<file path="config.mk">
export PLATFORM = sky130hd
export DESIGN_NAME = fvcw_isqrt
export DESIGN_NICKNAME = d
export VERILOG_FILES = /design/src/hw/rtl/fvcw_pkg.sv /design/src/hw/rtl/fvcw_isqrt.sv
export SDC_FILE = /design/constraint.sdc
export NUM_CORES = 2
export LEC_CHECK = 0
export BUFFER_PORTS_ARGS = -buffer_cell sky130_fd_sc_hd__clkbuf_2
export CORE_MARGIN = 1.5
export CORE_UTILIZATION = 55
export DETAILED_ROUTE_END_ITERATION = 16
export HOLD_SLACK_MARGIN = 0.02
export PLACE_DENSITY = 0.73
export SKIP_LAST_GASP = 1
export SLEW_MARGIN = 10
export SYNTH_ARGS = -nofsm -noshare
export SYNTH_HDL_FRONTEND = slang
export SYNTH_MEMORY_MAX_BITS = 65536
export SYNTH_SLANG_ARGS = --single-unit
</file>
<file path="constraint.sdc">
create_clock -name clk -period 3.5 [get_ports clk]
set_input_delay 0.7 -clock clk [delete_from_list [all_inputs] [get_ports clk]]
set_output_delay 0.7 -clock clk [all_outputs]
set_load 0.005 [all_outputs]
</file>
<file path="src/hw/rtl/fvcw_pkg.sv">
// ============================================================================
// Flow color wheel package
// Shared constants, tables and helper functions for the flow color wheel.
// ============================================================================
package fvcw_pkg;

    // Default flow component width and fixed-point format.
    parameter int FLOW_WIDTH_DEF = 20;
    parameter int FRAC_BITS      = 8;

    // Full-scale radius register.
    parameter int RAD_WIDTH = 19;
    parameter logic [RAD_WIDTH-1:0] RADIUS_RESET = RAD_WIDTH'(30 << FRAC_BITS);

    // Color wheel geometry.
    parameter int NCOLS   = 55;
    parameter int PHASE_W = 16;
    parameter int HUE_P_W = PHASE_W + 6;
    parameter int KIDX_W  = 6;
    parameter int COLX_W  = 24;

    // Angle unit.
    parameter int CORDIC_STEPS = 14;
    parameter int CORDIC_SCALE = 20;
    parameter int ANGLE_W      = 17;
    // Register stages of the unit, from its input to its registered phase.
    parameter int CORDIC_LAT   = CORDIC_STEPS + 2;

    // Normalized radius, Q12 with saturation at one.
    parameter int RQ_W   = 13;
    parameter logic [RQ_W-1:0] RQ_MAX = RQ_W'(4096);

    // One color as three 8-bit channels: [0] red, [1] green, [2] blue.
    typedef logic [2:0][7:0] rgb_t;

    // Ramps of the wheel segments, 255 * j / n truncated.
    parameter logic [7:0] RAMP6 [6] = '{8'd0, 8'd42, 8'd85, 8'd127, 8'd170, 8'd212};
    parameter logic [7:0] RAMP4 [4] = '{8'd0, 8'd63, 8'd127, 8'd191};
    parameter logic [7:0] RAMP11 [11] = '{8'd0, 8'd23, 8'd46, 8'd69, 8'd92, 8'd115,
                                          8'd139, 8'd162, 8'd185, 8'd208, 8'd231};
    parameter logic [7:0] RAMP13 [13] = '{8'd0, 8'd19, 8'd39, 8'd58, 8'd78, 8'd98,
                                          8'd117, 8'd137, 8'd156, 8'd176, 8'd196,
                                          8'd215, 8'd235};

    // Arctangent of 2^-i in units of 2^-16 turn.
    function automatic logic [13:0] atan_turn(input logic [3:0] idx);
        logic [13:0] a;
        unique case (idx)
            4'd0:    a = 14'd8192;
            4'd1:    a = 14'd4836;
            4'd2:    a = 14'd2555;
            4'd3:    a = 14'd1297;
            4'd4:    a = 14'd651;
            4'd5:    a = 14'd326;
            4'd6:    a = 14'd163;
            4'd7:    a = 14'd81;
            4'd8:    a = 14'd41;
            4'd9:    a = 14'd20;
            4'd10:   a = 14'd10;
            4'd11:   a = 14'd5;
            4'd12:   a = 14'd3;
            4'd13:   a = 14'd1;
            default: a = 14'd0;
        endcase
        return a;
    endfunction

    // One entry of the color wheel.
    function automatic rgb_t wheel_entry(input logic [KIDX_W-1:0] k);
        rgb_t c;
        logic [KIDX_W-1:0] j;
        c = '0;
        j = '0;
        if (k < KIDX_W'(15)) begin
            c[0] = 8'd255;
            c[1] = 8'(k * 17);
        end
        else if (k < KIDX_W'(21)) begin
            j = k - KIDX_W'(15);
            c[0] = 8'd255 - RAMP6[j[2:0]];
            c[1] = 8'd255;
        end
        else if (k < KIDX_W'(25)) begin
            j = k - KIDX_W'(21);
            c[1] = 8'd255;
            c[2] = RAMP4[j[1:0]];
        end
        else if (k < KIDX_W'(36)) begin
            j = k - KIDX_W'(25);
            c[1] = 8'd255 - RAMP11[j[3:0]];
            c[2] = 8'd255;
        end
        else if (k < KIDX_W'(49)) begin
            j = k - KIDX_W'(36);
            c[0] = RAMP13[j[3:0]];
            c[2] = 8'd255;
        end
        else begin
            j = k - KIDX_W'(49);
            if (j > KIDX_W'(5)) begin
                j = KIDX_W'(5);
            end
            c[0] = 8'd255;
            c[2] = 8'd255 - RAMP6[j[2:0]];
        end
        return c;
    endfunction

endpackage

</file>
<file path="src/hw/rtl/fvcw_isqrt.sv">
// ============================================================================
// Flow color wheel square root
// Pipelined digit-by-digit integer square root of (sum of squares << 24),
// one result bit per stage.
// ============================================================================
module fvcw_isqrt #(
    parameter int FLOW_WIDTH = fvcw_pkg::FLOW_WIDTH_DEF
) (
    input  logic                      clk,
    input  logic                      en,
    input  logic [2*FLOW_WIDTH-1:0]   rad,
    output logic [FLOW_WIDTH+11:0]    root
);

    localparam int QW = FLOW_WIDTH + 12;
    localparam int NW = 2 * QW;

    logic [QW+1:0] rem_reg  [0:QW-1];
    logic [QW-1:0] root_reg [0:QW-1];
    logic [NW-1:0] rad_reg  [0:QW-1];

    for (genvar k = 0; k < QW; k++)
    begin : g_digit
        logic [QW+1:0] p_rem;
        logic [QW-1:0] p_root;
        logic [NW-1:0] p_rad;
        logic [QW+1:0] rem_sh;
        logic [QW+1:0] trial;
        logic          ge;

        // Previous partial result, or the fresh radicand in the first stage.
        if (k == 0)
        begin : g_first
            assign p_rem  = '0;
            assign p_root = '0;
            assign p_rad  = {rad, 24'd0};
        end
        else
        begin : g_next
            assign p_rem  = rem_reg[k-1];
            assign p_root = root_reg[k-1];
            assign p_rad  = rad_reg[k-1];
        end

        // Bring down two radicand bits and try the next root bit.
        always_comb
        begin
            rem_sh = {p_rem[QW-1:0], p_rad[NW-1:NW-2]};
            trial  = {p_root, 2'b01};
            ge     = rem_sh >= trial;
        end

        always_ff @(posedge clk)
        begin
            if (en)
            begin
                rem_reg[k]  <= ge ? (rem_sh - trial) : rem_sh;
                root_reg[k] <= {p_root[QW-2:0], ge};
                rad_reg[k]  <= p_rad << 2;
            end
        end
    end

    assign root = root_reg[QW-1];

endmodule

</file>
==> reports/qor.yml <==
reg2reg_slack_ns: -0.1
comb_power_share_pct: 25.5
drive_above_1_share_pct: 12.2
hold_start: "rad[39]"
root_buffer: "clkbuf_16"
met3_usage_pct: 3.01
start_util_pct: 55.3
cap_violations: 0
r2r_end: "rem_reg[0][263]"
synth-async-reset-ratio_pct: 0
rows: 151
yosys_warnings: 0
instances_no_fill: 10700
netlist.area_leader.share_pct: 59.1
hold_viol_final: 0
min_path_cells: 2
r2r_cells: 12
startpoint_type: "flop"
intPower_mw: 48.4
clk_pin_slew_worst_paths_ns: 0.06
netlist_area_um2: 93600
post_drt_wl_per_cell_um: 18.0
cp_slowest_cell: "or4_4"
clock_latency_ns: 0.83
violations: "negative setup slack"
min_period_ns: 3.60
relSlewSlack_pct: 25.4
synthTopCellsByCount: "1,842 x edfxtp_1, 724 x inv_1, 580 x nor2_1"
synth_edf_count: 1842
numCtsBuffers: 191
yosysUniqueCellTypes: 96
first_pass_iters: 7
placed_cells: 10300
ios: 74
fmax_ghz: 0.278
yosysSeqAreaShare_pct: 59.1
fin_hold_ws_ns: 0.160
fin_skew_ns: 0.0290
antenna_found_initial: 3
dp_hpwl_mm: 139
largest_reg_flops: 934
rsz0062_at_grt: "yes"
fillers: 12500
htreeDepth: 4
r2r-start: "rem_reg[0][226]"
die_h_um: 415
setup_violations: 11
yosys_register_bits: 1842
gp_congestion: 0.905
nNetsFinal: 8963
path_max_fanout: 6
peakVddDrop_uv: 501
syn-num-nets: 8471
holdPathEnd: "root_reg[0][0]"
tightest_slew_ns: 1.09
gr-usage-met1_pct: 27.0
slew_viol_final: 0
synth_top_area_cell: "edfxtp_1"
cts_tree: "yes"
syn_inst: 7880
areaGrowthSynthToFinish_pct: 14.8
synth_most_common_cell: "edfxtp_1"
dr_total_vias: 60900
die_w_um: 415
power_frac_clock_pct: 29.6
met2_usage_pct: 39.0
setup_ws_ns: -0.0955
period_share_pct: 103
netSwitchingPower_mw: 20.5
numPortBuffers: 73
busiest_layer: "met2"
drc: 0
synthTopCellsByArea: "edfxtp_1 59%, ha_1 7.2%, xor2_1 3.5%"
crit_arrival_ns: 4.15
switching_share_pct: 29.8
coreArea_um2: 169000
first_iter_violations: 4554
clock-sinks: 1842
grtUsageTotal_pct: 21.8
path_buf_inv: 2
totalWireLength_mm: 194
vias_per_cell: 5.67
outcome: "finished with violations"
slowest_delay_ns: 0.52
seq_area_um2: 55300
hold_class: "in -> reg"
leakagePower_nw: 42.4
grt-ovfl-total: 0
die_area_um2: 173000
cp_top_family: "simple AND/OR/NAND/NOR gates"
seqPwrFrac_pct: 44.9
grt_max_degree: 121
crit_chain: "or4_4, or3_4, or4_4, nor4_4, buf_4, nand4_1, a211oi_2, buf_4, nor4_2, nand2_2, nor4_2, xor2_1"
ant_nets: 0
clockBufferDepth: 3
grt_pass1_wl_mm: 305
first_global_vias: 59500
p_per_area_nw_per_um2: 642
worstPathRequired_ns: 4.06
end_kind: "flop"
synthFlopType: "edfxtp_1"
multi_input_area_um2: 36300
syn_area_per_cell_um2: 11.9
crit_type: "reg -> reg"
==> metrics by stage <==
step / setup slack [ns] / util [%] / area (um2) / power [mW] / setup TNS [ns]
global route: -0.210 / 63.5 / 107000 / 72.4 / -8.87
global placement: -0.199 / 58.3 / 98600 / 46.8 / -0.691
CTS: -0.00129 / 62.4 / 105000 / 67.9 / -0.00244
detailed placement: -0.293 / 58.3 / 98600 / 47.3 / -3.35
floorplan: 0.0764 / - / 93600 / 42.2 / 0
finish: -0.0955 / 63.5 / 107000 / 68.9 / -0.525
==> worst reg2reg max path, delay by kind of cell, from the launching register on <==
kind / cells / cell delay [ns]
AOI/OAI and AO/OA: 1 / 0.29
DFF: 1 / 0.43
buffers and inverters: 2 / 0.37
and+or+nand+nor: 8 / 2.12
xor gates and xnor gates: 1 / 0.14
==> per-layer routing <==
layer / up-vias / part of all wire, %
met5: - / 0
met4: 0 / 3.0
met3: 399 / 4.2
met2: 1466 / 51
met1: 29300 / 41
li1: 29700 / -
==> cell type report <==
cell class              instances  share of cell area [%]
flip-flops and latches       1842                    51.5
multi-input cells            5174                    33.8
clock buffers                 226                    4.57
repair buffers                436                    3.74
well taps                    2218                    2.58
inverters                     727                    2.55
clock inverters               120                    1.31
diodes                          1                 0.00233
==> cell usage in the layout, fill, tap and decap left out, drive strengths merged, types with 58 or more instances in the layout <==
master and instances:
edfxtp 1842, inv 733, nor2 580, nand2 559, ha 538, a21oi 520
o21ai 464, xor2 379, xnor2 361, buf 314, clkbuf 310, a21o 222
nor3 205, nand3 121, o21a 95, nand2b 94, nor4 90, or3 84
clkinv 79, nor2b 70, nand4 64, mux2 61, or4 58
==> logic make-up after synthesis <==
| logic type | after synthesis | synth area share (%) |
|---|---|---|
| AOI/OAI and AO/OA | 1681 | 11.0 |
| DFF | 1842 | 59.1 |
| adders and majority gates | 549 | 7.43 |
| and+or+nand+nor | 2135 | 11.2 |
| xor gates and xnor gates | 740 | 6.93 |
| other | 1 | 0.00401 |
| buffers and inverters | 864 | 3.50 |
| muxes | 68 | 0.809 |
==> worst max path at each step <==
stage | from | endpoint | slack [ns] | depth (start not counted)
final | rem_reg[0][226] | rem_reg[0][263] | -0.1 | 12
after global placement | rem_reg[0][105] | rem_reg[0][157] | -0.20 | 10
after detailed placement | root_reg[0][98] | rem_reg[0][157] | -0.29 | 11
after global routing | rem_reg[0][224] | rem_reg[0][263] | -0.21 | 12
after floorplan | root_reg[1][288] | rem_reg[1][357] | 0.08 | 16
after CTS | root_reg[1][416] | rem_reg[1][484] | -0.001 | 18
==> timing repair <==
action                                 CTS  global route
buffers inserted                         4            55
pin swaps                               11            72
cloned                                   0            15
setup endpoints to repair              122           419
hold buffers                            38             0
endpoints found under the hold margin   38             0
gates resized for setup                 31           301
==> power by group through the flow <==
| stage | logic [mW] | clock network [mW] | registers (mW) |
|---|---|---|---|
| 2_1_floorplan | 12.0 | 0 | 30.3 |
| 5_1_grt | 19.5 | 21.7 | 31.3 |
| 4_1_cts | 16.2 | 20.9 | 30.9 |
| 6_report | 17.6 | 20.4 | 30.9 |
| 3_3_place_gp | 15.5 | 0 | 31.3 |
| 3_5_place_dp | 16.0 | 0 | 31.3 |
(Power assumes the default switching activity.)
