<file path="config.mk">
export PLATFORM = sky130hd
export DESIGN_NAME = fvcw_cordic
export DESIGN_NICKNAME = d
export VERILOG_FILES = /design/src/hw/rtl/fvcw_pkg.sv /design/src/hw/rtl/fvcw_cordic.sv
export SDC_FILE = /design/constraint.sdc
export NUM_CORES = 2
export LEC_CHECK = 0
export BUFFER_PORTS_ARGS = -buffer_cell sky130_fd_sc_hd__buf_2
export CAP_MARGIN = 20
export CELL_PAD_IN_SITES_DETAIL_PLACEMENT = 0
export CELL_PAD_IN_SITES_GLOBAL_PLACEMENT = 1
export CORE_MARGIN = 5
export CORE_UTILIZATION = 30
export CTS_BUF_LIST = sky130_fd_sc_hd__clkbuf_2 sky130_fd_sc_hd__clkbuf_4 sky130_fd_sc_hd__clkbuf_8
export DETAILED_ROUTE_END_ITERATION = 12
export GPL_TIMING_DRIVEN = 1
export PLACE_DENSITY = 0.56
export SLEW_MARGIN = 10
export SYNTH_ARGS = -nofsm -noshare
export SYNTH_HDL_FRONTEND = slang
export SYNTH_SLANG_ARGS = --single-unit
export TNS_END_PERCENT = 1
</file>
<file path="constraint.sdc">
create_clock -name clk -period 7.1 [get_ports clk]
set_clock_uncertainty 0.15 [all_clocks]
set_input_delay 1.065 -clock clk [delete_from_list [all_inputs] [get_ports clk]]
set_output_delay 1.065 -clock clk [all_outputs]
set_load 0.005 [all_outputs]
</file>
<file path="src/hw/rtl/fvcw_pkg.sv">
// ============================================================================
// Flow color wheel package
// Shared constants, tables and helper functions for the flow color wheel.
// ============================================================================
package fvcw_pkg;

    // Default flow component width and fixed-point format.
    parameter int FLOW_WIDTH_DEF = 20;
    parameter int FRAC_BITS      = 8;

    // Full-scale radius register.
    parameter int RAD_WIDTH = 19;
    parameter logic [RAD_WIDTH-1:0] RADIUS_RESET = RAD_WIDTH'(30 << FRAC_BITS);

    // Color wheel geometry.
    parameter int NCOLS   = 55;
    parameter int PHASE_W = 16;
    parameter int HUE_P_W = PHASE_W + 6;
    parameter int KIDX_W  = 6;
    parameter int COLX_W  = 24;

    // Angle unit.
    parameter int CORDIC_STEPS = 14;
    parameter int CORDIC_SCALE = 20;
    parameter int ANGLE_W      = 17;
    // Register stages of the unit, from its input to its registered phase.
    parameter int CORDIC_LAT   = CORDIC_STEPS + 2;

    // Normalized radius, Q12 with saturation at one.
    parameter int RQ_W   = 13;
    parameter logic [RQ_W-1:0] RQ_MAX = RQ_W'(4096);

    // One color as three 8-bit channels: [0] red, [1] green, [2] blue.
    typedef logic [2:0][7:0] rgb_t;

    // Ramps of the wheel segments, 255 * j / n truncated.
    parameter logic [7:0] RAMP6 [6] = '{8'd0, 8'd42, 8'd85, 8'd127, 8'd170, 8'd212};
    parameter logic [7:0] RAMP4 [4] = '{8'd0, 8'd63, 8'd127, 8'd191};
    parameter logic [7:0] RAMP11 [11] = '{8'd0, 8'd23, 8'd46, 8'd69, 8'd92, 8'd115,
                                          8'd139, 8'd162, 8'd185, 8'd208, 8'd231};
    parameter logic [7:0] RAMP13 [13] = '{8'd0, 8'd19, 8'd39, 8'd58, 8'd78, 8'd98,
                                          8'd117, 8'd137, 8'd156, 8'd176, 8'd196,
                                          8'd215, 8'd235};

    // Arctangent of 2^-i in units of 2^-16 turn.
    function automatic logic [13:0] atan_turn(input logic [3:0] idx);
        logic [13:0] a;
        unique case (idx)
            4'd0:    a = 14'd8192;
            4'd1:    a = 14'd4836;
            4'd2:    a = 14'd2555;
            4'd3:    a = 14'd1297;
            4'd4:    a = 14'd651;
            4'd5:    a = 14'd326;
            4'd6:    a = 14'd163;
            4'd7:    a = 14'd81;
            4'd8:    a = 14'd41;
            4'd9:    a = 14'd20;
            4'd10:   a = 14'd10;
            4'd11:   a = 14'd5;
            4'd12:   a = 14'd3;
            4'd13:   a = 14'd1;
            default: a = 14'd0;
        endcase
        return a;
    endfunction

    // One entry of the color wheel.
    function automatic rgb_t wheel_entry(input logic [KIDX_W-1:0] k);
        rgb_t c;
        logic [KIDX_W-1:0] j;
        c = '0;
        j = '0;
        if (k < KIDX_W'(15)) begin
            c[0] = 8'd255;
            c[1] = 8'(k * 17);
        end
        else if (k < KIDX_W'(21)) begin
            j = k - KIDX_W'(15);
            c[0] = 8'd255 - RAMP6[j[2:0]];
            c[1] = 8'd255;
        end
        else if (k < KIDX_W'(25)) begin
            j = k - KIDX_W'(21);
            c[1] = 8'd255;
            c[2] = RAMP4[j[1:0]];
        end
        else if (k < KIDX_W'(36)) begin
            j = k - KIDX_W'(25);
            c[1] = 8'd255 - RAMP11[j[3:0]];
            c[2] = 8'd255;
        end
        else if (k < KIDX_W'(49)) begin
            j = k - KIDX_W'(36);
            c[0] = RAMP13[j[3:0]];
            c[2] = 8'd255;
        end
        else begin
            j = k - KIDX_W'(49);
            if (j > KIDX_W'(5)) begin
                j = KIDX_W'(5);
            end
            c[0] = 8'd255;
            c[2] = 8'd255 - RAMP6[j[2:0]];
        end
        return c;
    endfunction

endpackage

</file>
<file path="src/hw/rtl/fvcw_cordic.sv">
// ============================================================================
// Flow color wheel phase unit
// Pipelined octant fold and vectoring-mode rotation that turns a flow vector
// into its angle in units of 2^-16 turn, one stage per rotation step.
// ============================================================================
module fvcw_cordic #(
    parameter int FLOW_WIDTH = fvcw_pkg::FLOW_WIDTH_DEF
) (
    input  logic                                 clk,
    input  logic                                 en,
    input  logic signed [FLOW_WIDTH-1:0]         u,
    input  logic signed [FLOW_WIDTH-1:0]         v,
    output logic        [fvcw_pkg::PHASE_W-1:0]  phase
);

    localparam int STEPS = fvcw_pkg::CORDIC_STEPS;
    localparam int SCALE = fvcw_pkg::CORDIC_SCALE;
    localparam int CW    = FLOW_WIDTH + SCALE + 2;
    localparam int TW    = fvcw_pkg::ANGLE_W;

    logic signed [CW-1:0] x_reg     [0:STEPS];
    logic signed [CW-1:0] y_reg     [0:STEPS];
    logic signed [TW-1:0] t_reg     [0:STEPS];
    logic                 swap_reg  [0:STEPS];
    logic                 uneg_reg  [0:STEPS];
    logic                 vneg_reg  [0:STEPS];
    logic                 zero_reg  [0:STEPS];
    logic [fvcw_pkg::PHASE_W-1:0] phase_reg;

    // Fold the vector into the first octant.
    logic [FLOW_WIDTH-1:0] au;
    logic [FLOW_WIDTH-1:0] av;
    logic [FLOW_WIDTH-1:0] mx;
    logic [FLOW_WIDTH-1:0] mn;
    logic                  sw;

    always_comb
    begin
        au = u[FLOW_WIDTH-1] ? (~u + FLOW_WIDTH'(1)) : u;
        av = v[FLOW_WIDTH-1] ? (~v + FLOW_WIDTH'(1)) : v;
        sw = av > au;
        mx = sw ? av : au;
        mn = sw ? au : av;
    end

    always_ff @(posedge clk)
    begin
        if (en)
        begin
            x_reg[0]    <= $signed({2'b00, mx, {SCALE{1'b0}}});
            y_reg[0]    <= $signed({2'b00, mn, {SCALE{1'b0}}});
            t_reg[0]    <= '0;
            swap_reg[0] <= sw;
            uneg_reg[0] <= u[FLOW_WIDTH-1];
            vneg_reg[0] <= v[FLOW_WIDTH-1];
            zero_reg[0] <= (mx == '0);
        end
    end

    // One rotation step per stage.
    for (genvar i = 0; i < STEPS; i++)
    begin : g_step
        logic signed [CW-1:0] xs;
        logic signed [CW-1:0] ys;
        logic signed [TW-1:0] at;

        always_comb
        begin
            xs = x_reg[i] >>> i;
            ys = y_reg[i] >>> i;
            at = $signed(TW'(fvcw_pkg::atan_turn(4'(i))));
        end

        always_ff @(posedge clk)
        begin
            if (en)
            begin
                if (y_reg[i] >= 0)
                begin
                    x_reg[i+1] <= x_reg[i] + ys;
                    y_reg[i+1] <= y_reg[i] - xs;
                    t_reg[i+1] <= t_reg[i] + at;
                end
                else
                begin
                    x_reg[i+1] <= x_reg[i] - ys;
                    y_reg[i+1] <= y_reg[i] + xs;
                    t_reg[i+1] <= t_reg[i] - at;
                end
                swap_reg[i+1] <= swap_reg[i];
                uneg_reg[i+1] <= uneg_reg[i];
                vneg_reg[i+1] <= vneg_reg[i];
                zero_reg[i+1] <= zero_reg[i];
            end
        end
    end

    // Clamp the octant angle, unfold it and wrap to one turn.
    logic signed [TW-1:0] tl;
    logic [14:0]          tc;
    logic [14:0]          ts;
    logic [TW-1:0]        ph;

    always_comb
    begin
        tl = t_reg[STEPS];
        if (zero_reg[STEPS] || tl < 0)
        begin
            tc = '0;
        end
        else if (tl > $signed(TW'(8192)))
        begin
            tc = 15'd8192;
        end
        else
        begin
            tc = 15'(tl);
        end
        ts = swap_reg[STEPS] ? (15'd16384 - tc) : tc;
        priority if (!uneg_reg[STEPS] && !vneg_reg[STEPS])
        begin
            ph = TW'(ts);
        end
        else if (uneg_reg[STEPS] && !vneg_reg[STEPS])
        begin
            ph = TW'(32768) - TW'(ts);
        end
        else if (uneg_reg[STEPS])
        begin
            ph = TW'(32768) + TW'(ts);
        end
        else
        begin
            ph = TW'(65536) - TW'(ts);
        end
    end

    always_ff @(posedge clk)
    begin
        if (en)
        begin
            phase_reg <= ph[fvcw_pkg::PHASE_W-1:0];
        end
    end

    assign phase = phase_reg;

endmodule

</file>
==> results.json <==
{
  "antenna_found_initial": 5,
  "hpwl_um": 227500,
  "path_cells": "nor3_1, nand2_1, nor2_1, inv_1, nor3b_1, a21oi_1, xor2_1, ha_1, a2111oi_0, o21ai_0, a311oi_1, o211a_1, o31ai_1, buf_4, a221o_1, o41ai_1, o21ai_1, a221o_1, a21o_1, xor2_1",
  "core-area_um2": 318300,
  "cp_max_fo": 5,
  "post-route-period-util_pct": 87.03,
  "hold_violations": 0,
  "largest_reg_flops": 437,
  "cp.arrival_ps": 6750,
  "port-buffer-count": 57,
  "syn2layout_area_growth_pct": 10.32,
  "die_area_um2": 331500,
  "pin_count": 58,
  "clockBufferDepth": 4,
  "ctsHoldBuffers": 0,
  "drt_iter0_drc": 5040,
  "postRouteAntennaNets": 0,
  "path_depth": 20,
  "die_y_um": 575.7,
  "drc": 0,
  "crit_family": "compound AO/OA/AOI/OAI gates",
  "drive_above_1_share_pct": 5.502,
  "ys_ff_latch": 1128,
  "cts_tree": "built",
  "drt_first_pass_iters": 8,
  "ys.flop_type": "edfxtp_1",
  "tightest_slew_ps": 1119,
  "synth_area_um2": 96020,
  "ctsRootBufferMaster": "clkbuf_8",
  "h-tree-depth": 4,
  "synth-edff-count": 1128,
  "drv_cap": 0,
  "critPathLaunch": "x_reg[1][51]$_DFFE_PP_",
  "wl_per_cell_um": 19.16,
  "final_common_cell": "edfxtp_1",
  "clock_latency_ps": 1000,
  "grt_usage_pct": 16.40,
  "cts_sinks": 1128,
  "start_util_pct": 30.16,
  "synth_cells": 10150,
  "die_x_um": 575.7,
  "clkTransAtPathRegs_ps": 60,
  "grt_pass1_wl_um": 437500,
  "grt_remaining_overflow": 0,
  "worst_slack_ps": 920.7,
  "cp_num_buf_inv": 2,
  "syn-num-nets": 11260,
  "grt_pass1_vias": 74740,
  "min_period_ps": 6179,
  "fmax_mhz": 161.8,
  "end_kind": "flop",
  "cpPeakStageDelay_ps": 530,
  "max_slew_margin_pct": 24.74,
  "layout_common_cells": "1128 x edfxtp_1, 1042 x ha_1, 923 x xnor2_1, 867 x a21oi_1, 818 x nor2_1",
  "critPathCapture": "y_reg[1][124]$_DFFE_PP_",
  "r2r_end": "y_reg[1][124]$_DFFE_PP_",
  "final.setup.tns_ps": 0,
  "synthArstFlopShare_pct": 0,
  "vias": 75920,
  "drt-total-wl_um": 281200,
  "synth_cell_types": 96,
  "grt_max_degree": 154,
  "hp-class": "flop to flop",
  "via_per_inst": 5.175,
  "cts_setup_buffers": 0,
  "cts_resized": 0,
  "path_class": "flop to flop",
  "reg2reg_from": "x_reg[1][51]$_DFFE_PP_",
  "rr_worst_depth": 20,
  "setup_violations": 0,
  "ys_seq_area_share_pct": 35.28,
  "finalWeightedCongestion": 0.8918,
  "rsz0062_at_grt": "no",
  "cpMaxStageDelayCell": "nor3b_1",
  "r2r_slack_ps": 920,
  "post-place-ws_ps": 722.6,
  "rows": 207,
  "yosysWarnings": 0,
  "cp.required_ps": 7670,
  "slew_violations": 0,
  "synth_area_per_cell_um2": 9.464,
  "cts_buffers": 214,
  "startpoint_type": "flop",
  "nets": 11440,
  "outcome": "completed"
}
worst min-delay path by stage:
| stage | from | endpoint | slack [ps] | cells after the start |
|---|---|---|---|---|
| detailed placement | swap_reg[12]$_DFFE_PP_ | swap_reg[13]$_DFFE_PP_ | 250 | 0 |
| global route | swap_reg[1]$_DFFE_PP_ | swap_reg[2]$_DFFE_PP_ | 270 | 0 |
| floorplan | swap_reg[9]$_DFFE_PP_ | swap_reg[10]$_DFFE_PP_ | 250 | 0 |
| finish | vneg_reg[0]$_DFFE_PP_ | vneg_reg[1]$_DFFE_PP_ | 270 | 0 |
| global placement | zero_reg[6][1]$_DFFE_PP_ | zero_reg[7][0]$_DFFE_PP_ | 250 | 0 |
| CTS | v[19] | vneg_reg[0]$_DFFE_PP_ | 220 | 1 |
layout make-up:
| type | instances | area [um2] |
|---|---|---|
| clock buffer | 259 | 3302 |
| multi-input combinational | 8330 | 59570 |
| tap | 4180 | 5230 |
| inverter | 512 | 1922 |
| clock inverter | 121 | 1064 |
| antenna | 3 | 7.507 |
| fill | 32730 | 212400 |
| timing repair buffer | 138 | 953.4 |
| sequential | 1128 | 33870 |
metrics by stage:
stage / util [%] / area, um2 / std cells / hold slack [ps]
2_1_floorplan: - / 96020 / 10150 / 250.3
3_3_place_gp: 31.90 / 101500 / 14290 / 250.7
3_5_place_dp: 31.90 / 101500 / 14290 / 254.5
4_1_cts: 33.27 / 105900 / 14670 / 217.2
5_1_grt: 33.27 / 105900 / 14670 / 269.7
6_report: 33.28 / 105900 / 14670 / 267.6
routing by layer:
| layer | global-route usage, % | part of all wire [%] | vias to the layer above |
|---|---|---|---|
| li1 | - | - | 37890 |
| met2 | 27.64 | 47 | 1308 |
| met4 | 3.500 | 2.0 | 0 |
| met5 | 0 | 0 | - |
| met1 | 22.71 | 48 | 36420 |
| met3 | 1.706 | 3.7 | 310 |
Yosys cell counts, types with 54 or more instances:
master	n	area, um2
a211oi_1	73	548.0
a21boi_0	56	420.4
a21o_1	389	2920
a21oi_1	867	4339
a31oi_1	88	550.5
and2_1	56	350.3
and3_1	90	563.0
clkbuf_1	150	563.0
edfxtp_1	1128	33870
ha_1	1042	13040
inv_1	504	1892
mux2i_1	66	660.6
nand2_1	656	2462
nand2b_1	180	1126
nand3_1	168	840.8
nand4_1	63	394.1
nor2_1	818	3070
nor2b_1	140	875.8
nor3_1	274	1371
nor4_1	91	569.3
o21a_1	114	855.8
o21ai_0	596	2983
o21bai_1	123	923.4
o31ai_1	142	1066
o41ai_1	81	709.4
or3_1	90	563.0
or4_1	54	405.4
xnor2_1	923	8084
xor2_1	565	4949
cell families after synthesis:
kind of cell,share of synthesized area [%]
DFF,35.28
muxes,0.8991
xor gates and xnor gates,13.59
buffers and inverters,2.690
AOI/OAI and AO/OA,19.08
and+or+nand+nor,14.32
adders and majority gates,14.14
Power is left out: the tool's default activity adds up to more than one toggle a clock period on the data nets, which glitch-free logic cannot reach.
